===== config.mk =====
export PLATFORM = sky130hd
export DESIGN_NAME = mlfq_thread_scheduler
export DESIGN_NICKNAME = d
export VERILOG_FILES = /design/src/design/mlfq_pkg.sv /design/src/design/mlfq_ram.sv /design/src/design/mlfq_thread_scheduler.sv
export SDC_FILE = /design/constraint.sdc
export NUM_CORES = 2
export LEC_CHECK = 0
export BUFFER_PORTS_ARGS = -buffer_cell sky130_fd_sc_hd__buf_2
export CORE_AREA = 2 2 524 370
export DETAILED_ROUTE_END_ITERATION = 8
export DIE_AREA = 0 0 526 372
export GPL_ROUTABILITY_DRIVEN = 1
export PLACE_DENSITY = 0.36
export SETUP_SLACK_MARGIN = 0.5
export SLEW_MARGIN = 10
export SYNTH_ARGS = -nofsm -noshare
export SYNTH_HDL_FRONTEND = slang
export SYNTH_SLANG_ARGS = --single-unit

===== constraint.sdc =====
create_clock -name clk -period 5.4 [get_ports clk]
set_clock_uncertainty 0.05 [all_clocks]
set_input_delay 0.54 -clock clk [delete_from_list [all_inputs] [get_ports clk]]
set_output_delay 0.54 -clock clk [all_outputs]
set_load 0.01 [all_outputs]

===== src/design/mlfq_pkg.sv =====
package mlfq_pkg;

    localparam int MAX_THREADS = 16;
    localparam int ID_W     = 4;
    localparam int SLICE_W  = 3;
    localparam int QUANTA_W = 16;
    localparam int BUDGET_W = 7;
    localparam int SCHED_W  = 8;

    typedef enum logic [1:0] {
        MODE_CREATE = 2'd0,
        MODE_STATE  = 2'd1,
        MODE_VALUED = 2'd2,
        MODE_YIELD  = 2'd3
    } mode_t;

    typedef enum logic [1:0] {
        TS_READY      = 2'd0,
        TS_WAITING    = 2'd1,
        TS_TERMINATED = 2'd2,
        TS_RUNNING    = 2'd3
    } thr_status_t;

    typedef enum logic [1:0] {
        RES_OK       = 2'd0,
        RES_IN_USE   = 2'd1,
        RES_NOT_USED = 2'd2,
        RES_SPARE    = 2'd3
    } res_code_t;

    typedef struct packed {
        logic       valid;
        logic [3:0] thread;
        logic [3:0] slice;
        res_code_t  status;
    } res_t;

    typedef enum logic [4:0] {
        ST_IDLE,
        ST_DECODE,
        ST_CREDIT_WR,
        ST_LIFT,
        ST_SORT_START,
        ST_SORT_FIRST,
        ST_SORT_TAKE,
        ST_SORT_CMP,
        ST_WALK_RD,
        ST_WALK_CMP,
        ST_WALK_LINK,
        ST_SORT_END,
        ST_RET_RD,
        ST_RET_INFO,
        ST_RET_PUSH,
        ST_FILL_TRY,
        ST_FILL_POP,
        ST_DISP_RD,
        ST_DISP_INFO,
        ST_DISP_RUN,
        ST_OUT
    } state_t;

endpackage


===== src/design/mlfq_ram.sv =====
module mlfq_ram #(
    parameter int WIDTH = 8,
    parameter int DEPTH = 16
) (
    input  logic                                       clk,
    input  logic                                       we,
    input  logic [$clog2((DEPTH > 1) ? DEPTH : 2)-1:0] waddr,
    input  logic [WIDTH-1:0]                           wdata,
    input  logic [$clog2((DEPTH > 1) ? DEPTH : 2)-1:0] raddr,
    output logic [WIDTH-1:0]                           rdata
);

    logic [WIDTH-1:0] mem [DEPTH];

    always_ff @(posedge clk)
    begin
        if (we)
        begin
            mem[waddr] <= wdata;
        end
        rdata <= mem[raddr];
    end

endmodule


===== src/design/mlfq_thread_scheduler.sv =====
// Create, set state and set valued each return one result; a yield that finds round
//   entries left dispatches the next one, otherwise it first runs the maintenance pass
//   (lift, sort per level, return of round entries, refill), all on one next-pointer port.
// Throughput: one transaction at a time; s_tready is high only while the sequencer idles.
// Reset: rst_n clears slot flags, level counts, round and current thread, budget to 15.
module mlfq_thread_scheduler #(
    parameter int LEVELS      = 5,
    parameter int MAX_ROUND   = 64
) (
    input  logic        clk,
    input  logic        rst_n,
    // slave side: tuser = mode[1:0]
    input  logic        s_tvalid,
    output logic        s_tready,
    input  logic [7:0]  s_tdata,   // thread_id[3:0], new_state[5:4], valued[6], zero pad
    input  logic [1:0]  s_tuser,   // mode[1:0]
    // master side
    output logic        m_tvalid,
    input  logic        m_tready,
    output logic [15:0] m_tdata,   // next_thread[3:0], slice_quanta[7:4], status[9:8], pad
    output logic [0:0]  m_tuser,   // next_valid[0]
    // round budget register
    input  logic        cfg_we,
    input  logic [6:0]  cfg_wdata
);

    localparam int MAX_THREADS = mlfq_pkg::MAX_THREADS;
    localparam int TW  = $clog2(MAX_THREADS);
    localparam int CW  = $clog2(MAX_THREADS + 1);
    localparam int LW  = $clog2(LEVELS);
    localparam int LCW = $clog2(LEVELS + 1);
    localparam int RIW = (MAX_ROUND > 1) ? $clog2(MAX_ROUND) : 1;
    localparam int RLW = $clog2(MAX_ROUND + 1);
    localparam int L3  = LEVELS / 3;
    localparam int QW  = mlfq_pkg::QUANTA_W;
    localparam int SW  = mlfq_pkg::SLICE_W;

    // ------------------------------------------------------------------
    // Registers
    // ------------------------------------------------------------------
    mlfq_pkg::state_t  state_reg, state_next;
    mlfq_pkg::mode_t   mode_reg, mode_next;
    logic [3:0]        id_reg, id_next;
    logic [1:0]        ns_reg, ns_next;
    logic              val_reg, val_next;
    logic [6:0]        budget_reg;

    logic              slot_used_reg [MAX_THREADS];
    logic              slot_used_next [MAX_THREADS];

    // Each level is a linked list threaded through the next-pointer RAM; the list ends
    // by count, so the tail's pointer is never looked at.
    logic [TW-1:0]     head_reg [LEVELS];
    logic [TW-1:0]     head_next [LEVELS];
    logic [TW-1:0]     tail_reg [LEVELS];
    logic [TW-1:0]     tail_next [LEVELS];
    logic [CW-1:0]     cnt_reg [LEVELS];
    logic [CW-1:0]     cnt_next [LEVELS];

    logic [RLW-1:0]    round_len_reg, round_len_next;
    logic [RLW-1:0]    cursor_reg, cursor_next;
    logic [RLW-1:0]    k_reg, k_next;
    logic [TW-1:0]     cur_slot_reg, cur_slot_next;
    logic              cur_valid_reg, cur_valid_next;

    // Sequencer working registers
    logic [LCW-1:0]    lvl_reg, lvl_next;
    logic [LCW-1:0]    att_reg, att_next;
    logic [mlfq_pkg::SCHED_W-1:0] sched_reg, sched_next;
    logic [TW-1:0]     x_reg, x_next;
    logic [TW-1:0]     p_reg, p_next;
    logic [TW-1:0]     c_reg, c_next;
    logic [TW-1:0]     orig_reg, orig_next;
    logic [TW-1:0]     sh_reg, sh_next;
    logic [TW-1:0]     st_reg, st_next;
    logic [CW-1:0]     rem_reg, rem_next;
    logic [QW-1:0]     rc_reg, rc_next;
    logic [QW-1:0]     front_rc_reg, front_rc_next;

    mlfq_pkg::res_t    pend_reg, pend_next;
    mlfq_pkg::res_t    out_reg, out_next;
    logic              out_valid_reg, out_valid_next;

    // ------------------------------------------------------------------
    // RAM ports
    // ------------------------------------------------------------------
    logic              nx_we;
    logic [TW-1:0]     nx_waddr, nx_wdata, nx_raddr, nx_rdata;
    logic              ts_we;
    logic [TW-1:0]     ts_waddr, ts_raddr;
    logic [1:0]        ts_wdata, ts_rdata;
    logic              sl_we;
    logic [TW-1:0]     sl_waddr, sl_raddr;
    logic [SW-1:0]     sl_wdata, sl_rdata;
    logic              va_we;
    logic [TW-1:0]     va_waddr, va_raddr;
    logic [0:0]        va_wdata, va_rdata;
    logic              qu_we;
    logic [TW-1:0]     qu_waddr, qu_raddr;
    logic [QW-1:0]     qu_wdata, qu_rdata;
    logic              rl_we;
    logic [RIW-1:0]    rl_waddr, rl_raddr;
    logic [TW-1:0]     rl_wdata, rl_rdata;

    mlfq_ram #(.WIDTH(TW), .DEPTH(MAX_THREADS)) u_next_ram (
        .clk(clk), .we(nx_we), .waddr(nx_waddr), .wdata(nx_wdata),
        .raddr(nx_raddr), .rdata(nx_rdata)
    );
    mlfq_ram #(.WIDTH(2), .DEPTH(MAX_THREADS)) u_status_ram (
        .clk(clk), .we(ts_we), .waddr(ts_waddr), .wdata(ts_wdata),
        .raddr(ts_raddr), .rdata(ts_rdata)
    );
    mlfq_ram #(.WIDTH(SW), .DEPTH(MAX_THREADS)) u_slice_ram (
        .clk(clk), .we(sl_we), .waddr(sl_waddr), .wdata(sl_wdata),
        .raddr(sl_raddr), .rdata(sl_rdata)
    );
    mlfq_ram #(.WIDTH(1), .DEPTH(MAX_THREADS)) u_valued_ram (
        .clk(clk), .we(va_we), .waddr(va_waddr), .wdata(va_wdata),
        .raddr(va_raddr), .rdata(va_rdata)
    );
    mlfq_ram #(.WIDTH(QW), .DEPTH(MAX_THREADS)) u_quanta_ram (
        .clk(clk), .we(qu_we), .waddr(qu_waddr), .wdata(qu_wdata),
        .raddr(qu_raddr), .rdata(qu_rdata)
    );
    mlfq_ram #(.WIDTH(TW), .DEPTH(MAX_ROUND)) u_round_ram (
        .clk(clk), .we(rl_we), .waddr(rl_waddr), .wdata(rl_wdata),
        .raddr(rl_raddr), .rdata(rl_rdata)
    );

    // ------------------------------------------------------------------
    // Shared conditions
    // ------------------------------------------------------------------
    logic              s_fire;
    logic [TW-1:0]     id_slot;
    logic              in_use;
    logic              lvl_end;
    logic [LW-1:0]     lvl_idx;
    logic [CW-1:0]     cnt_lvl;
    logic [3:0]        q4;
    logic [mlfq_pkg::SCHED_W-1:0] fill_cost;
    logic              fill_stop;
    logic              credit_go;
    logic              need_maint;
    logic              disp_go;
    logic              sort_front;
    logic              walk_less;
    logic [QW:0]       credit_sum;
    logic [LW-1:0]     ret_lvl;

    assign s_fire     = s_tvalid && s_tready;
    assign id_slot    = TW'(id_reg);
    assign in_use     = (int'(id_reg) < MAX_THREADS) && slot_used_reg[id_slot];
    assign lvl_end    = (lvl_reg == LCW'(LEVELS));
    assign lvl_idx    = lvl_reg[LW-1:0];
    assign cnt_lvl    = lvl_end ? '0 : cnt_reg[lvl_idx];
    assign q4         = 4'(lvl_reg) + 4'd1;
    assign fill_cost  = sched_reg + mlfq_pkg::SCHED_W'(q4);
    assign fill_stop  = (att_reg == LCW'(LEVELS) - lvl_reg)
                     || (fill_cost > mlfq_pkg::SCHED_W'(budget_reg))
                     || (round_len_reg >= RLW'(MAX_ROUND));
    assign credit_go  = (round_len_reg != '0) && cur_valid_reg;
    assign need_maint = (cursor_reg >= round_len_reg);
    assign disp_go    = (round_len_reg != '0) && (cursor_reg < round_len_reg);
    assign sort_front = (qu_rdata < front_rc_reg);
    assign walk_less  = (qu_rdata < rc_reg);
    assign credit_sum = (QW+1)'(qu_rdata) + (QW+1)'(sl_rdata) + (QW+1)'(1);

    // Old round entry goes back: valued threads above level L3 go to L3, others sink.
    always_comb
    begin
        if ((int'(sl_rdata) > L3) && va_rdata[0])
        begin
            ret_lvl = LW'(L3);
        end
        else if (int'(sl_rdata) + 1 >= LEVELS)
        begin
            ret_lvl = LW'(LEVELS - 1);
        end
        else
        begin
            ret_lvl = LW'(int'(sl_rdata) + 1);
        end
    end

    // ------------------------------------------------------------------
    // Next state
    // ------------------------------------------------------------------
    always_comb
    begin
        state_next = state_reg;
        unique case (state_reg)
            mlfq_pkg::ST_IDLE:
            begin
                if (s_fire)
                begin
                    state_next = mlfq_pkg::ST_DECODE;
                end
            end
            mlfq_pkg::ST_DECODE:
            begin
                if (mode_reg != mlfq_pkg::MODE_YIELD)
                begin
                    state_next = mlfq_pkg::ST_OUT;
                end
                else if (credit_go)
                begin
                    state_next = mlfq_pkg::ST_CREDIT_WR;
                end
                else if (need_maint)
                begin
                    state_next = mlfq_pkg::ST_LIFT;
                end
                else
                begin
                    state_next = mlfq_pkg::ST_DISP_RD;
                end
            end
            mlfq_pkg::ST_CREDIT_WR:
            begin
                state_next = need_maint ? mlfq_pkg::ST_LIFT : mlfq_pkg::ST_DISP_RD;
            end
            mlfq_pkg::ST_LIFT:
            begin
                state_next = mlfq_pkg::ST_SORT_START;
            end
            mlfq_pkg::ST_SORT_START:
            begin
                priority if (lvl_end)
                begin
                    state_next = mlfq_pkg::ST_RET_RD;
                end
                else if (cnt_lvl >= CW'(2))
                begin
                    state_next = mlfq_pkg::ST_SORT_FIRST;
                end
            end
            mlfq_pkg::ST_SORT_FIRST:
            begin
                state_next = mlfq_pkg::ST_SORT_TAKE;
            end
            mlfq_pkg::ST_SORT_TAKE:
            begin
                state_next = mlfq_pkg::ST_SORT_CMP;
            end
            mlfq_pkg::ST_SORT_CMP:
            begin
                if (!sort_front && (sh_reg != st_reg))
                begin
                    state_next = mlfq_pkg::ST_WALK_RD;
                end
                else if (rem_reg == CW'(1))
                begin
                    state_next = mlfq_pkg::ST_SORT_END;
                end
                else
                begin
                    state_next = mlfq_pkg::ST_SORT_TAKE;
                end
            end
            mlfq_pkg::ST_WALK_RD:
            begin
                state_next = mlfq_pkg::ST_WALK_CMP;
            end
            mlfq_pkg::ST_WALK_CMP:
            begin
                priority if (!walk_less)
                begin
                    state_next = mlfq_pkg::ST_WALK_LINK;
                end
                else if (c_reg == st_reg)
                begin
                    state_next = (rem_reg == '0) ? mlfq_pkg::ST_SORT_END
                                                 : mlfq_pkg::ST_SORT_TAKE;
                end
            end
            mlfq_pkg::ST_WALK_LINK:
            begin
                state_next = (rem_reg == '0) ? mlfq_pkg::ST_SORT_END : mlfq_pkg::ST_SORT_TAKE;
            end
            mlfq_pkg::ST_SORT_END:
            begin
                state_next = mlfq_pkg::ST_SORT_START;
            end
            mlfq_pkg::ST_RET_RD:
            begin
                state_next = (k_reg == round_len_reg) ? mlfq_pkg::ST_FILL_TRY
                                                      : mlfq_pkg::ST_RET_INFO;
            end
            mlfq_pkg::ST_RET_INFO:
            begin
                state_next = mlfq_pkg::ST_RET_PUSH;
            end
            mlfq_pkg::ST_RET_PUSH:
            begin
                state_next = mlfq_pkg::ST_RET_RD;
            end
            mlfq_pkg::ST_FILL_TRY:
            begin
                priority if (lvl_end)
                begin
                    state_next = mlfq_pkg::ST_DISP_RD;
                end
                else if (!fill_stop && (cnt_lvl != '0))
                begin
                    state_next = mlfq_pkg::ST_FILL_POP;
                end
            end
            mlfq_pkg::ST_FILL_POP:
            begin
                state_next = mlfq_pkg::ST_FILL_TRY;
            end
            mlfq_pkg::ST_DISP_RD:
            begin
                state_next = disp_go ? mlfq_pkg::ST_DISP_INFO : mlfq_pkg::ST_OUT;
            end
            mlfq_pkg::ST_DISP_INFO:
            begin
                state_next = mlfq_pkg::ST_DISP_RUN;
            end
            mlfq_pkg::ST_DISP_RUN:
            begin
                state_next = mlfq_pkg::ST_OUT;
            end
            mlfq_pkg::ST_OUT:
            begin
                if (!out_valid_reg || m_tready)
                begin
                    state_next = mlfq_pkg::ST_IDLE;
                end
            end
            default:
            begin
                state_next = mlfq_pkg::ST_IDLE;
            end
        endcase
    end

    // ------------------------------------------------------------------
    // Datapath and RAM control
    // ------------------------------------------------------------------
    always_comb
    begin
        mode_next      = mode_reg;
        id_next        = id_reg;
        ns_next        = ns_reg;
        val_next       = val_reg;
        slot_used_next = slot_used_reg;
        head_next      = head_reg;
        tail_next      = tail_reg;
        cnt_next       = cnt_reg;
        round_len_next = round_len_reg;
        cursor_next    = cursor_reg;
        k_next         = k_reg;
        cur_slot_next  = cur_slot_reg;
        cur_valid_next = cur_valid_reg;
        lvl_next       = lvl_reg;
        att_next       = att_reg;
        sched_next     = sched_reg;
        x_next         = x_reg;
        p_next         = p_reg;
        c_next         = c_reg;
        orig_next      = orig_reg;
        sh_next        = sh_reg;
        st_next        = st_reg;
        rem_next       = rem_reg;
        rc_next        = rc_reg;
        front_rc_next  = front_rc_reg;
        pend_next      = pend_reg;
        out_next       = out_reg;
        out_valid_next = out_valid_reg;

        nx_we = 1'b0; nx_waddr = '0; nx_wdata = '0; nx_raddr = '0;
        ts_we = 1'b0; ts_waddr = '0; ts_wdata = '0; ts_raddr = '0;
        sl_we = 1'b0; sl_waddr = '0; sl_wdata = '0; sl_raddr = '0;
        va_we = 1'b0; va_waddr = '0; va_wdata = '0; va_raddr = '0;
        qu_we = 1'b0; qu_waddr = '0; qu_wdata = '0; qu_raddr = '0;
        rl_we = 1'b0; rl_waddr = '0; rl_wdata = '0; rl_raddr = '0;

        // Drop the result once the sink takes it.
        if (out_valid_reg && m_tready)
        begin
            out_valid_next = 1'b0;
        end

        unique case (state_reg)
            mlfq_pkg::ST_IDLE:
            begin
                if (s_fire)
                begin
                    mode_next = mlfq_pkg::mode_t'(s_tuser);
                    id_next   = s_tdata[3:0];
                    ns_next   = s_tdata[5:4];
                    val_next  = s_tdata[6];
                end
            end
            mlfq_pkg::ST_DECODE:
            begin
                pend_next = '{valid: 1'b0, thread: 4'd0, slice: 4'd1,
                              status: mlfq_pkg::RES_OK};
                unique case (mode_reg)
                    mlfq_pkg::MODE_CREATE:
                    begin
                        if (int'(id_reg) >= MAX_THREADS)
                        begin
                            pend_next.status = mlfq_pkg::RES_NOT_USED;
                        end
                        else if (slot_used_reg[id_slot])
                        begin
                            pend_next.status = mlfq_pkg::RES_IN_USE;
                        end
                        else
                        begin
                            // New thread: ready, level 0, zero run count, at level 0 tail.
                            slot_used_next[id_slot] = 1'b1;
                            ts_we = 1'b1; ts_waddr = id_slot; ts_wdata = mlfq_pkg::TS_READY;
                            sl_we = 1'b1; sl_waddr = id_slot; sl_wdata = '0;
                            va_we = 1'b1; va_waddr = id_slot; va_wdata = '0;
                            qu_we = 1'b1; qu_waddr = id_slot; qu_wdata = '0;
                            if (cnt_reg[0] == '0)
                            begin
                                head_next[0] = id_slot;
                            end
                            else
                            begin
                                nx_we = 1'b1; nx_waddr = tail_reg[0]; nx_wdata = id_slot;
                            end
                            tail_next[0] = id_slot;
                            cnt_next[0]  = cnt_reg[0] + CW'(1);
                        end
                    end
                    mlfq_pkg::MODE_STATE:
                    begin
                        if (!in_use)
                        begin
                            pend_next.status = mlfq_pkg::RES_NOT_USED;
                        end
                        else if (ns_reg != mlfq_pkg::TS_RUNNING)
                        begin
                            ts_we = 1'b1; ts_waddr = id_slot; ts_wdata = ns_reg;
                        end
                    end
                    mlfq_pkg::MODE_VALUED:
                    begin
                        if (!in_use)
                        begin
                            pend_next.status = mlfq_pkg::RES_NOT_USED;
                        end
                        else
                        begin
                            va_we = 1'b1; va_waddr = id_slot; va_wdata = val_reg;
                        end
                    end
                    mlfq_pkg::MODE_YIELD:
                    begin
                        // Fetch the current thread for its credit.
                        qu_raddr = cur_slot_reg;
                        sl_raddr = cur_slot_reg;
                        ts_raddr = cur_slot_reg;
                    end
                    default:
                    begin
                        pend_next.status = mlfq_pkg::RES_OK;
                    end
                endcase
                lvl_next = '0;
            end
            mlfq_pkg::ST_CREDIT_WR:
            begin
                qu_we    = 1'b1;
                qu_waddr = cur_slot_reg;
                qu_wdata = credit_sum[QW] ? {QW{1'b1}} : credit_sum[QW-1:0];
                if (ts_rdata == mlfq_pkg::TS_RUNNING)
                begin
                    ts_we = 1'b1; ts_waddr = cur_slot_reg; ts_wdata = mlfq_pkg::TS_READY;
                end
            end
            mlfq_pkg::ST_LIFT:
            begin
                // Level 0 takes old level 1 behind its own; every other level moves up.
                cnt_next[0] = cnt_reg[0] + cnt_reg[1];
                if (cnt_reg[0] == '0)
                begin
                    head_next[0] = head_reg[1];
                    tail_next[0] = tail_reg[1];
                end
                else if (cnt_reg[1] != '0)
                begin
                    nx_we = 1'b1; nx_waddr = tail_reg[0]; nx_wdata = head_reg[1];
                    tail_next[0] = tail_reg[1];
                end
                for (int i = 1; i < LEVELS - 1; i++)
                begin
                    head_next[i] = head_reg[i+1];
                    tail_next[i] = tail_reg[i+1];
                    cnt_next[i]  = cnt_reg[i+1];
                end
                cnt_next[LEVELS-1] = '0;
                lvl_next = '0;
            end
            mlfq_pkg::ST_SORT_START:
            begin
                priority if (lvl_end)
                begin
                    k_next = '0;
                end
                else if (cnt_lvl >= CW'(2))
                begin
                    nx_raddr = head_reg[lvl_idx];
                    qu_raddr = head_reg[lvl_idx];
                    sh_next  = head_reg[lvl_idx];
                    st_next  = head_reg[lvl_idx];
                    rem_next = cnt_lvl - CW'(1);
                end
                else
                begin
                    lvl_next = lvl_reg + LCW'(1);
                end
            end
            mlfq_pkg::ST_SORT_FIRST:
            begin
                orig_next     = nx_rdata;
                front_rc_next = qu_rdata;
            end
            mlfq_pkg::ST_SORT_TAKE:
            begin
                x_next   = orig_reg;
                nx_raddr = orig_reg;
                qu_raddr = orig_reg;
            end
            mlfq_pkg::ST_SORT_CMP:
            begin
                // Hold the original successor before the entry is relinked.
                orig_next = nx_rdata;
                rc_next   = qu_rdata;
                rem_next  = rem_reg - CW'(1);
                priority if (sort_front)
                begin
                    nx_we = 1'b1; nx_waddr = x_reg; nx_wdata = sh_reg;
                    sh_next       = x_reg;
                    front_rc_next = qu_rdata;
                end
                else if (sh_reg == st_reg)
                begin
                    nx_we = 1'b1; nx_waddr = st_reg; nx_wdata = x_reg;
                    st_next = x_reg;
                end
                else
                begin
                    p_next   = sh_reg;
                    nx_raddr = sh_reg;
                end
            end
            mlfq_pkg::ST_WALK_RD:
            begin
                c_next   = nx_rdata;
                nx_raddr = nx_rdata;
                qu_raddr = nx_rdata;
            end
            mlfq_pkg::ST_WALK_CMP:
            begin
                priority if (!walk_less)
                begin
                    nx_we = 1'b1; nx_waddr = p_reg; nx_wdata = x_reg;
                end
                else if (c_reg == st_reg)
                begin
                    nx_we = 1'b1; nx_waddr = c_reg; nx_wdata = x_reg;
                    st_next = x_reg;
                end
                else
                begin
                    // Advance one node along the sorted part.
                    p_next   = c_reg;
                    c_next   = nx_rdata;
                    nx_raddr = nx_rdata;
                    qu_raddr = nx_rdata;
                end
            end
            mlfq_pkg::ST_WALK_LINK:
            begin
                nx_we = 1'b1; nx_waddr = x_reg; nx_wdata = c_reg;
            end
            mlfq_pkg::ST_SORT_END:
            begin
                head_next[lvl_idx] = sh_reg;
                tail_next[lvl_idx] = st_reg;
                lvl_next           = lvl_reg + LCW'(1);
            end
            mlfq_pkg::ST_RET_RD:
            begin
                if (k_reg == round_len_reg)
                begin
                    round_len_next = '0;
                    cursor_next    = '0;
                    sched_next     = '0;
                    lvl_next       = '0;
                    att_next       = '0;
                end
                else
                begin
                    rl_raddr = k_reg[RIW-1:0];
                end
            end
            mlfq_pkg::ST_RET_INFO:
            begin
                x_next   = rl_rdata;
                ts_raddr = rl_rdata;
                sl_raddr = rl_rdata;
                va_raddr = rl_rdata;
            end
            mlfq_pkg::ST_RET_PUSH:
            begin
                if (ts_rdata == mlfq_pkg::TS_TERMINATED)
                begin
                    slot_used_next[x_reg] = 1'b0;
                end
                else
                begin
                    if (cnt_reg[ret_lvl] == '0)
                    begin
                        head_next[ret_lvl] = x_reg;
                    end
                    else
                    begin
                        nx_we = 1'b1; nx_waddr = tail_reg[ret_lvl]; nx_wdata = x_reg;
                    end
                    tail_next[ret_lvl] = x_reg;
                    cnt_next[ret_lvl]  = cnt_reg[ret_lvl] + CW'(1);
                end
                k_next = k_reg + RLW'(1);
            end
            mlfq_pkg::ST_FILL_TRY:
            begin
                priority if (lvl_end)
                begin
                    att_next = '0;
                end
                else if (fill_stop)
                begin
                    lvl_next = lvl_reg + LCW'(1);
                    att_next = '0;
                end
                else if (cnt_lvl == '0)
                begin
                    att_next = att_reg + LCW'(1);
                end
                else
                begin
                    x_next   = head_reg[lvl_idx];
                    ts_raddr = head_reg[lvl_idx];
                    nx_raddr = head_reg[lvl_idx];
                end
            end
            mlfq_pkg::ST_FILL_POP:
            begin
                att_next = att_reg + LCW'(1);
                if (ts_rdata == mlfq_pkg::TS_READY)
                begin
                    head_next[lvl_idx] = nx_rdata;
                    cnt_next[lvl_idx]  = cnt_lvl - CW'(1);
                    sched_next         = fill_cost;
                    sl_we = 1'b1; sl_waddr = x_reg; sl_wdata = SW'(lvl_reg);
                    rl_we = 1'b1; rl_waddr = round_len_reg[RIW-1:0]; rl_wdata = x_reg;
                    round_len_next     = round_len_reg + RLW'(1);
                end
                else if (cnt_lvl != CW'(1))
                begin
                    // Not ready: rotate the head to the tail.
                    nx_we = 1'b1; nx_waddr = tail_reg[lvl_idx]; nx_wdata = x_reg;
                    head_next[lvl_idx] = nx_rdata;
                    tail_next[lvl_idx] = x_reg;
                end
            end
            mlfq_pkg::ST_DISP_RD:
            begin
                if (disp_go)
                begin
                    rl_raddr = cursor_reg[RIW-1:0];
                end
                else
                begin
                    cur_valid_next = 1'b0;
                end
            end
            mlfq_pkg::ST_DISP_INFO:
            begin
                x_next   = rl_rdata;
                sl_raddr = rl_rdata;
            end
            mlfq_pkg::ST_DISP_RUN:
            begin
                ts_we = 1'b1; ts_waddr = x_reg; ts_wdata = mlfq_pkg::TS_RUNNING;
                cursor_next    = cursor_reg + RLW'(1);
                cur_slot_next  = x_reg;
                cur_valid_next = 1'b1;
                pend_next.valid  = 1'b1;
                pend_next.thread = 4'(x_reg);
                pend_next.slice  = 4'(sl_rdata) + 4'd1;
            end
            mlfq_pkg::ST_OUT:
            begin
                if (!out_valid_reg || m_tready)
                begin
                    out_next       = pend_reg;
                    out_valid_next = 1'b1;
                end
            end
            default:
            begin
                out_valid_next = out_valid_reg;
            end
        endcase
    end

    // ------------------------------------------------------------------
    // Register update
    // ------------------------------------------------------------------
    always_ff @(posedge clk or negedge rst_n)
    begin
        if (!rst_n)
        begin
            state_reg     <= mlfq_pkg::ST_IDLE;
            budget_reg    <= 7'd15;
            for (int i = 0; i < MAX_THREADS; i++)
            begin
                slot_used_reg[i] <= 1'b0;
            end
            for (int i = 0; i < LEVELS; i++)
            begin
                cnt_reg[i] <= '0;
            end
            round_len_reg <= '0;
            cursor_reg    <= '0;
            cur_slot_reg  <= '0;
            cur_valid_reg <= 1'b0;
            out_valid_reg <= 1'b0;
        end
        else
        begin
            state_reg     <= state_next;
            if (cfg_we)
            begin
                budget_reg <= cfg_wdata;
            end
            slot_used_reg <= slot_used_next;
            cnt_reg       <= cnt_next;
            round_len_reg <= round_len_next;
            cursor_reg    <= cursor_next;
            cur_slot_reg  <= cur_slot_next;
            cur_valid_reg <= cur_valid_next;
            out_valid_reg <= out_valid_next;
        end
    end

    always_ff @(posedge clk)
    begin
        mode_reg     <= mode_next;
        id_reg       <= id_next;
        ns_reg       <= ns_next;
        val_reg      <= val_next;
        head_reg     <= head_next;
        tail_reg     <= tail_next;
        k_reg        <= k_next;
        lvl_reg      <= lvl_next;
        att_reg      <= att_next;
        sched_reg    <= sched_next;
        x_reg        <= x_next;
        p_reg        <= p_next;
        c_reg        <= c_next;
        orig_reg     <= orig_next;
        sh_reg       <= sh_next;
        st_reg       <= st_next;
        rem_reg      <= rem_next;
        rc_reg       <= rc_next;
        front_rc_reg <= front_rc_next;
        pend_reg     <= pend_next;
        out_reg      <= out_next;
    end

    // ------------------------------------------------------------------
    // Ports
    // ------------------------------------------------------------------
    assign s_tready = (state_reg == mlfq_pkg::ST_IDLE);
    assign m_tvalid = out_valid_reg;
    assign m_tdata  = {6'd0, out_reg.status, out_reg.slice, out_reg.thread};
    assign m_tuser  = out_reg.valid;

endmodule

Word-level counts from Yosys, hierarchy flattened
Memories as Yosys holds them, arrays and structs flattened. A register that Yosys moved wholly into a read port is not among the register bits.
Index checks and enable logic that the tools add are counted.
Widths: inputs -> output; s select.
{"block": "word_totals", "regBits": 226, "ramBits": 672, "output_inout_bits": 19, "wordCells": 514, "mem_count": 6}
{"block": "classes", "add_sub_neg": 17, "order_cmp": 17, "n_eq_ne": 70, "n_mux": 256, "bitwise_logic": 7, "n_reduce_logical": 78}
{"name": "u_quanta_ram.mem", "depth": 16, "word_bits": 16, "read_ports": 1, "rd_ports_with_merged_regs": 1, "write_ports": 1, "line": "mlfq_ram.sv:13", "text": "logic [WIDTH-1:0] mem [DEPTH];"}
{"name": "u_round_ram.mem", "depth": 64, "word_bits": 4, "read_ports": 1, "rd_ports_with_merged_regs": 1, "write_ports": 1, "line": "mlfq_ram.sv:13"}
{"name": "u_next_ram.mem", "depth": 16, "word_bits": 4, "read_ports": 1, "rd_ports_with_merged_regs": 1, "write_ports": 1, "line": "mlfq_ram.sv:13"}
{"name": "u_slice_ram.mem", "depth": 16, "word_bits": 3, "read_ports": 1, "rd_ports_with_merged_regs": 1, "write_ports": 1, "line": "mlfq_ram.sv:13"}
{"name": "u_status_ram.mem", "depth": 16, "word_bits": 2, "read_ports": 1, "rd_ports_with_merged_regs": 1, "write_ports": 1, "line": "mlfq_ram.sv:13"}
{"name": "u_valued_ram.mem", "depth": 16, "word_bits": 1, "read_ports": 1, "rd_ports_with_merged_regs": 1, "write_ports": 1, "line": "mlfq_ram.sv:13"}
{"cell": "$mux 4", "n": 81}
{"cell": "$mux 20", "n": 7}
{"cell": "$bwmux 20", "n": 6}
{"cell": "$mux 5", "n": 22}
{"cell": "$pmux 5 s20", "n": 1}
{"cell": "$mux 16", "n": 6}
{"cell": "$pmux 12 s4", "n": 2}
{"cell": "$pmux 4 s3", "n": 6}
{"cell": "$pmux 16 s2", "n": 2}
{"cell": "$pmux 4 s2", "n": 8}
{"cell": "$ne 2x2->1 const B", "n": 30}
{"cell": "$pmux 20 s3", "n": 1}
{"cell": "$pmux 4 s5", "n": 3}
{"cell": "$pmux 4 s7", "n": 2}
{"cell": "$bwmux 25", "n": 2}
{"cell": "$mux 25", "n": 2}
{"cell": "$mux 1", "n": 45}
{"cell": "$pmux 7 s2", "n": 3}
{"cell": "$eq 5x4->1 const B", "n": 8}
{"cell": "$mux 3", "n": 13}
{"cell": "$bmux 4 s3", "n": 3}
{"cell": "$ge 32x4->1 const B", "n": 1}
{"cell": "$lt 16x16->1", "n": 2}
{"cell": "$bmux 5 s3", "n": 2}
{"cell": "other kinds (79)", "n": 187}

Depth between registers and ports, before layout
{"block": "depth", "ltp_word": 14, "ltp_mapped": 21}

Modules after synthesis
A second synthesis with hierarchy kept.
{"block": "unflattened", "hier_cells": 3115, "hier_area_um2": 43111.3}
{"mod": "mlfq_thread_scheduler", "instances": 1, "cells_per_inst": 1796, "area_each_um2": 15909.0}
{"mod": "mlfq_ram (u_round_ram)", "instances": 1, "cells_per_inst": 529, "area_each_um2": 10356.2}
{"mod": "mlfq_ram (u_quanta_ram)", "instances": 1, "cells_per_inst": 432, "area_each_um2": 10042.1}
{"mod": "mlfq_ram (u_next_ram)", "instances": 1, "cells_per_inst": 130, "area_each_um2": 2666.3}
{"mod": "mlfq_ram (u_slice_ram)", "instances": 1, "cells_per_inst": 103, "area_each_um2": 2011.9}
{"mod": "mlfq_ram (u_status_ram)", "instances": 1, "cells_per_inst": 78, "area_each_um2": 1380.1}
{"mod": "mlfq_ram (u_valued_ram)", "instances": 1, "cells_per_inst": 47, "area_each_um2": 745.7}

Least setup slack after synthesis
OpenSTA, ideal clock, no wires.
{"block": "synth_timing", "path_type": "reg-to-reg", "startpoint": "register lvl_reg[0], in the netlist lvl_idx[0]", "endpoint": "register u_next_ram.rdata[2], read port of u_next_ram.mem", "arrival_ns": 4.880, "slack_ns": 0.336, "stages_incl_launch_ff": 22, "path_buffers": 5, "cell_sequence": "edfxtp_1 buf_2 buf_2 clkbuf_1 inv_1 ha_1 fa_1 nor2b_1 o21ai_0 xnor2_1 ha_1 a21oi_1 nand2_1 a2111oi_0 o211ai_1 nor4_1 a2111o_1 buf_6 buf_6 mux2i_1 o22ai_1 or4_1"}
{"block": "synth_between", "word_cells_on_any_way": 24, "cone_classes": "add/sub: 3; order compare: 2; eq/ne: 2; mux: 13; bitwise: 1; reduce/logical: 3"}
{"element": "from (decl)", "line": "mlfq_thread_scheduler.sv:67", "text": "logic [LCW-1:0] lvl_reg, lvl_next;"}
{"element": "from (signal assigned)", "line": "mlfq_thread_scheduler.sv:764", "text": "lvl_reg <= lvl_next;"}
{"element": "$add 3x1->4", "line": "mlfq_thread_scheduler.sv:156", "text": "assign q4 = 4'(lvl_reg) + 4'd1;"}
{"element": "$add 8x4->8", "line": "mlfq_thread_scheduler.sv:157", "text": "assign fill_cost = sched_reg + mlfq_pkg::SCHED_W'(q4);"}
{"element": "via fill_cost, one bit", "line": "mlfq_thread_scheduler.sv:140", "text": "logic [mlfq_pkg::SCHED_W-1:0] fill_cost;"}
{"element": "$gt 8x7->1", "line": "mlfq_thread_scheduler.sv:159", "text": "|| (fill_cost > mlfq_pkg::SCHED_W'(budget_reg))"}
{"element": "$logic_or 1x1->1", "line": "mlfq_thread_scheduler.sv:159"}
{"element": "$logic_or 1x1->1", "line": "mlfq_thread_scheduler.sv:160", "text": "|| (round_len_reg >= RLW'(MAX_ROUND));"}
{"element": "$mux 4", "line": "mlfq_thread_scheduler.sv:638", "text": "else if (fill_stop)"}
{"element": "$mux 4", "line": "mlfq_thread_scheduler.sv:634", "text": "priority if (lvl_end)"}
{"element": "$pmux 4 s6", "line": "mlfq_thread_scheduler.sv:385", "text": "unique case (state_reg)"}
{"element": "to (decl)", "line": "mlfq_ram.sv:10", "text": "output logic [WIDTH-1:0] rdata"}
The timed path passes the listed nets, and every way through them passes these cells. The select of a mux whose other input is x is not followed.
A chain may end at the register's enable or synchronous reset.

Worst setup path after layout
{"block": "layout_timing", "startpoint": "register u_slice_ram.rdata[1], read port of u_slice_ram.mem", "endpoint": "memory u_next_ram.mem[2][1] (netlist bit), enable pin"}
{"block": "layout_between", "elab_chain_len": 14, "word_cells_on_any_way": 22, "cone_classes": "add/sub: 1; order compare: 2; mux: 16; bitwise: 1; reduce/logical: 2"}
{"element": "from (decl)", "line": "mlfq_ram.sv:10"}
{"element": "$add 3x1->4", "line": "mlfq_thread_scheduler.sv:181", "text": "ret_lvl = LW'(int'(sl_rdata) + 1);"}
{"element": "$ge 32x4->1", "line": "mlfq_thread_scheduler.sv:175", "text": "else if (int'(sl_rdata) + 1 >= LEVELS)"}
{"element": "$mux 3", "line": "mlfq_thread_scheduler.sv:175"}
{"element": "$mux 3 (*)", "line": "mlfq_thread_scheduler.sv:171", "text": "if ((int'(sl_rdata) > L3) && va_rdata[0])"}
{"element": "$not 3->4 (not written as such) (*)", "line": "mlfq_thread_scheduler.sv:619, mlfq_thread_scheduler.sv:625"}
{"element": "$bmux 5 s3", "line": "mlfq_thread_scheduler.sv:619", "text": "if (cnt_reg[ret_lvl] == '0)"}
{"element": "$mux 5 (not written as such) (2 in a row)", "line": "mlfq_thread_scheduler.sv:619"}
{"element": "$logic_not 5->1", "line": "mlfq_thread_scheduler.sv:619"}
{"element": "$mux 1", "line": "mlfq_thread_scheduler.sv:619"}
{"element": "$mux 1", "line": "mlfq_thread_scheduler.sv:613", "text": "if (ts_rdata == mlfq_pkg::TS_TERMINATED)"}
{"element": "$pmux 1 s7", "line": "mlfq_thread_scheduler.sv:385"}
{"element": "$mux 1", "line": "mlfq_ram.sv:17", "text": "if (we)"}
{"element": "$mux 1 (not written as such)", "line": "mlfq_ram.sv:19", "text": "mem[waddr] <= wdata;"}
{"element": "to (decl)", "line": "mlfq_ram.sv:13"}
Every way passes the cells marked *; elsewhere a longest branch is shown, timed or not. The select of a mux whose other input is x is not followed.

==> qor.yml <==
slowest_delay_ns: 0.48
area_delta_synth_final_pct: 18.38
crit_arrival_ns: 5.07
place_area_um2: 47710
synth-seq-cells: 928
reg_top3: "u_quanta_ram.mem: 256 flops, u_round_ram.mem: 256 flops, u_next_ram.mem: 64 flops"
drv_cap: 0
max_freq_ghz: 0.2120
grt_usage_pct: 15.62
p_leak_nw: 17.26
min_period_ns: 4.716
clock_path_buffers: 3
cts_tree: "yes"
criticalPathCategory: "register to register"
drt_iter0_markers: 3292
hp-start: "cfg_we"
syn_inst: 3755
ys.flop_type: "edfxtp_1"
antenna_found_initial: 6
grt_pass1_wl_um: 223700
ant_nets: 0
crit_chain: "inv_1 -> ha_1 -> buf_4 -> o31ai_1 -> buf_4 -> a222oi_1 -> nand3_1 -> inv_1 -> ha_1 -> inv_1 -> or3_1 -> o211ai_2 -> o211ai_1 -> o21bai_1 -> nand2b_1 -> nor2_2"
wl_per_cell_um: 24.04
vias: 31180
cp-end-kind: "register"
drc: 0
syn_area_um2: 43600
firstDrtPassIters: 6
start_util_pct: 22.76
required_ns: 5.75
min_to: "budget_reg[2]"
drive_gt1_share_pct: 12.67
layout.nets: 4008
synth_warnings: 0
core_area_um2: 191500
clk_pin_slew_ns: 0.06
grt-ovfl-total: 0
grt_setup_unrepaired: "true"
finalCritPeriodShare_pct: 87.33
tightestPinTransition_ns: 1.253
die_w_um: 526
cts_root_buf: "clkbuf_16"
ys_types: 94
final-setup-viol-count: 0
placedCellCount: 6307
synth_top_area_share_pct: 56.82
maxSlewViolCount: 0
crit_top_cell: "inv_1"
final-instance-count-excl-fill: 6530
seq_area_frac_synth_pct: 62.40
die-area_um2: 195700
port_buffers: 33
synth_edf_count: 825
r2r_start: "u_slice_ram.rdata[1]"
ir_worst_vdd_mv: 0.2414
hold_class: "primary input to register"
clock_latency_ns: 0.75
cts_made_buffers: 105
design_area_um2: 51610
synth_area_leaders: "edfxtp_1 57%, nand2_1 5.3%, dfrtp_1 4.0%, mux2i_1 3.6%, nor2_1 3.4%"
reg2reg_to: "u_next_ram.mem[2][1]"
avgSynthCellArea_um2: 11.61
ios: 41
max-slew-margin-rel_pct: 16.30
path_buf_inv: 5
async_reset_ff_share_pct: 7.866
gp_congestion: 0.8450
h-tree-depth: 3
drt_wl_total_um: 157000
grt_start_max_net_pins: 66
r2r_slack_ns: 0.68
startpoint: "u_slice_ram.rdata[1]"
status: "finished clean"
fillers: 20060
critPathLaunchType: "register"
ff2ff_path_depth: 16
hpwl_um: 108100
hold_violations: 0
die_h_um: 372
clock-sinks: 928
setup_tns_ns: 0
powerDensity_nw_per_um2: 292.7
cp_slowest_cell: "a222oi_1"
viasPerCell: 4.775
synth_top_area_cell: "edfxtp_1"
grt_pass1_vias: 29570
crit_fanout: 11
cp_top_family: "compound AO/OA/AOI/OAI gates"
num_rows: 135
min_delay_path_depth: 2
[layout by cell type (no fill, tap or decap), types with 56 or more instances in the layout]
master,instances
a21oi_1,195
buf_4,183
and2_1,56
nor2_1,363
ha_1,77
o21ai_0,135
nand3_1,113
o22ai_1,92
edfxtp_1,825
mux2i_1,156
inv_1,90
clkbuf_16,106
nand2_1,613
dfrtp_1,69
[worst register-to-register path, delay by kind of cell (launching register included)]
kind                     cells  cell delay, ns
AO/OA/AOI/OAI                5            1.39
AND/OR/NAND/NOR              4            1.25
buffers and inverters        5            0.79
adder cells (fa/ha/maj)      2            0.54
flip-flops                   1            0.38
[worst max path at each step]
| stage | cells past startpoint | slack (ns) | end |
|---|---|---|---|
| final | 16 | 0.68 | u_next_ram.mem[2][1] |
| after global routing | 17 | 0.45 | u_next_ram.mem[14][2] |
| after CTS | 18 | 0.46 | u_next_ram.rdata[1] |
| after detailed placement | 17 | 0.37 | u_next_ram.rdata[1] |
| after global placement | 17 | 0.39 | u_next_ram.rdata[1] |
| after floorplan | 21 | 0.50 | u_next_ram.rdata[2] |
[cell families after synthesis]
| group | count (synthesis) | synth area share (%) |
|---|---|---|
| and+or+nand+nor | 1416 | 14.35 |
| DFF | 928 | 62.40 |
| AOI/OAI and AO/OA | 787 | 12.13 |
| buffers and inverters | 303 | 3.008 |
| muxes | 180 | 4.537 |
| adders and majority gates | 81 | 2.376 |
| xor gates and xnor gates | 59 | 1.185 |
| other | 1 | 0.008601 |
[what timing repair did]
action	CTS	global route
setup buffers	6	1
endpoints found under the hold margin	55	0
resized for setup	2	25
hold buffers	15	0
cloned	1	1
pin swaps	2	3
endpoints found under the setup margin	14	84
[power breakdown]
part,internal [mW],switching (mW)
clock network,4.19,3.14
logic,0.0230,0.0405
registers,7.71,0.00149
total,11.9,3.18
[routing by layer]
layer / wire length (um) / part of all wire (%) / vias to the layer above / track usage, %
li1: - / - / 14320 / -
met1: 84390 / 54 / 15810 / 25.76
met2: 60170 / 38 / 912 / 20.64
met3: 9946 / 6.3 / 144 / 2.669
met4: 2448 / 1.6 / 0 / 2.871
met5: 0 / 0 / - / 0
[Yosys cell counts (17+ instances only)]
| master | count |
|---|---|
| nand2_1 | 614 |
| xor2_1 | 34 |
| nor2_1 | 394 |
| o22ai_1 | 93 |
| nor3_1 | 43 |
| nand2b_1 | 35 |
| edfxtp_1 | 825 |
| a222oi_1 | 29 |
| mux2i_1 | 156 |
| a221oi_1 | 21 |
| nand4_1 | 18 |
| clkbuf_1 | 125 |
| o21ai_0 | 135 |
| o221ai_1 | 17 |
| a211oi_1 | 45 |
| a21oi_1 | 196 |
| inv_1 | 90 |
| nand3_1 | 113 |
| a21o_1 | 19 |
| xnor2_1 | 25 |
| ha_1 | 78 |
| dfxtp_1 | 30 |
| and2_1 | 56 |
| a22oi_1 | 25 |
| and3_1 | 38 |
| a32oi_1 | 47 |
| dfrtp_1 | 69 |
| buf_2 | 51 |
| a31oi_1 | 51 |
[stage by stage]
step	hold slack (ns)	setup WS, ns	util, %	power (mW)
final	0.05130	0.6841	26.94	15.11
after global routing	0.05969	0.4541	26.94	15.59
after CTS	0.006247	0.4639	26.85	15.32
after detailed placement	0.3608	0.3699	24.91	7.917
after global placement	0.3532	0.3923	24.91	7.917
after floorplan	0.1944	0.5049	-	7.882
[area by class of cell]
type / count / area (um^2) / area share (%)
Antenna cell: 3 / 7.507 / 0.01455
Clock buffer: 148 / 2899 / 5.617
Clock inverter: 47 / 588.1 / 1.139
Inverter: 93 / 349.1 / 0.6764
Multi-Input combinational cell: 2530 / 15370 / 29.78
Sequential cell: 928 / 27210 / 52.72
Tap cell: 2534 / 3171 / 6.143
Timing Repair Buffer: 247 / 2021 / 3.915
(Power assumes the default switching activity.)
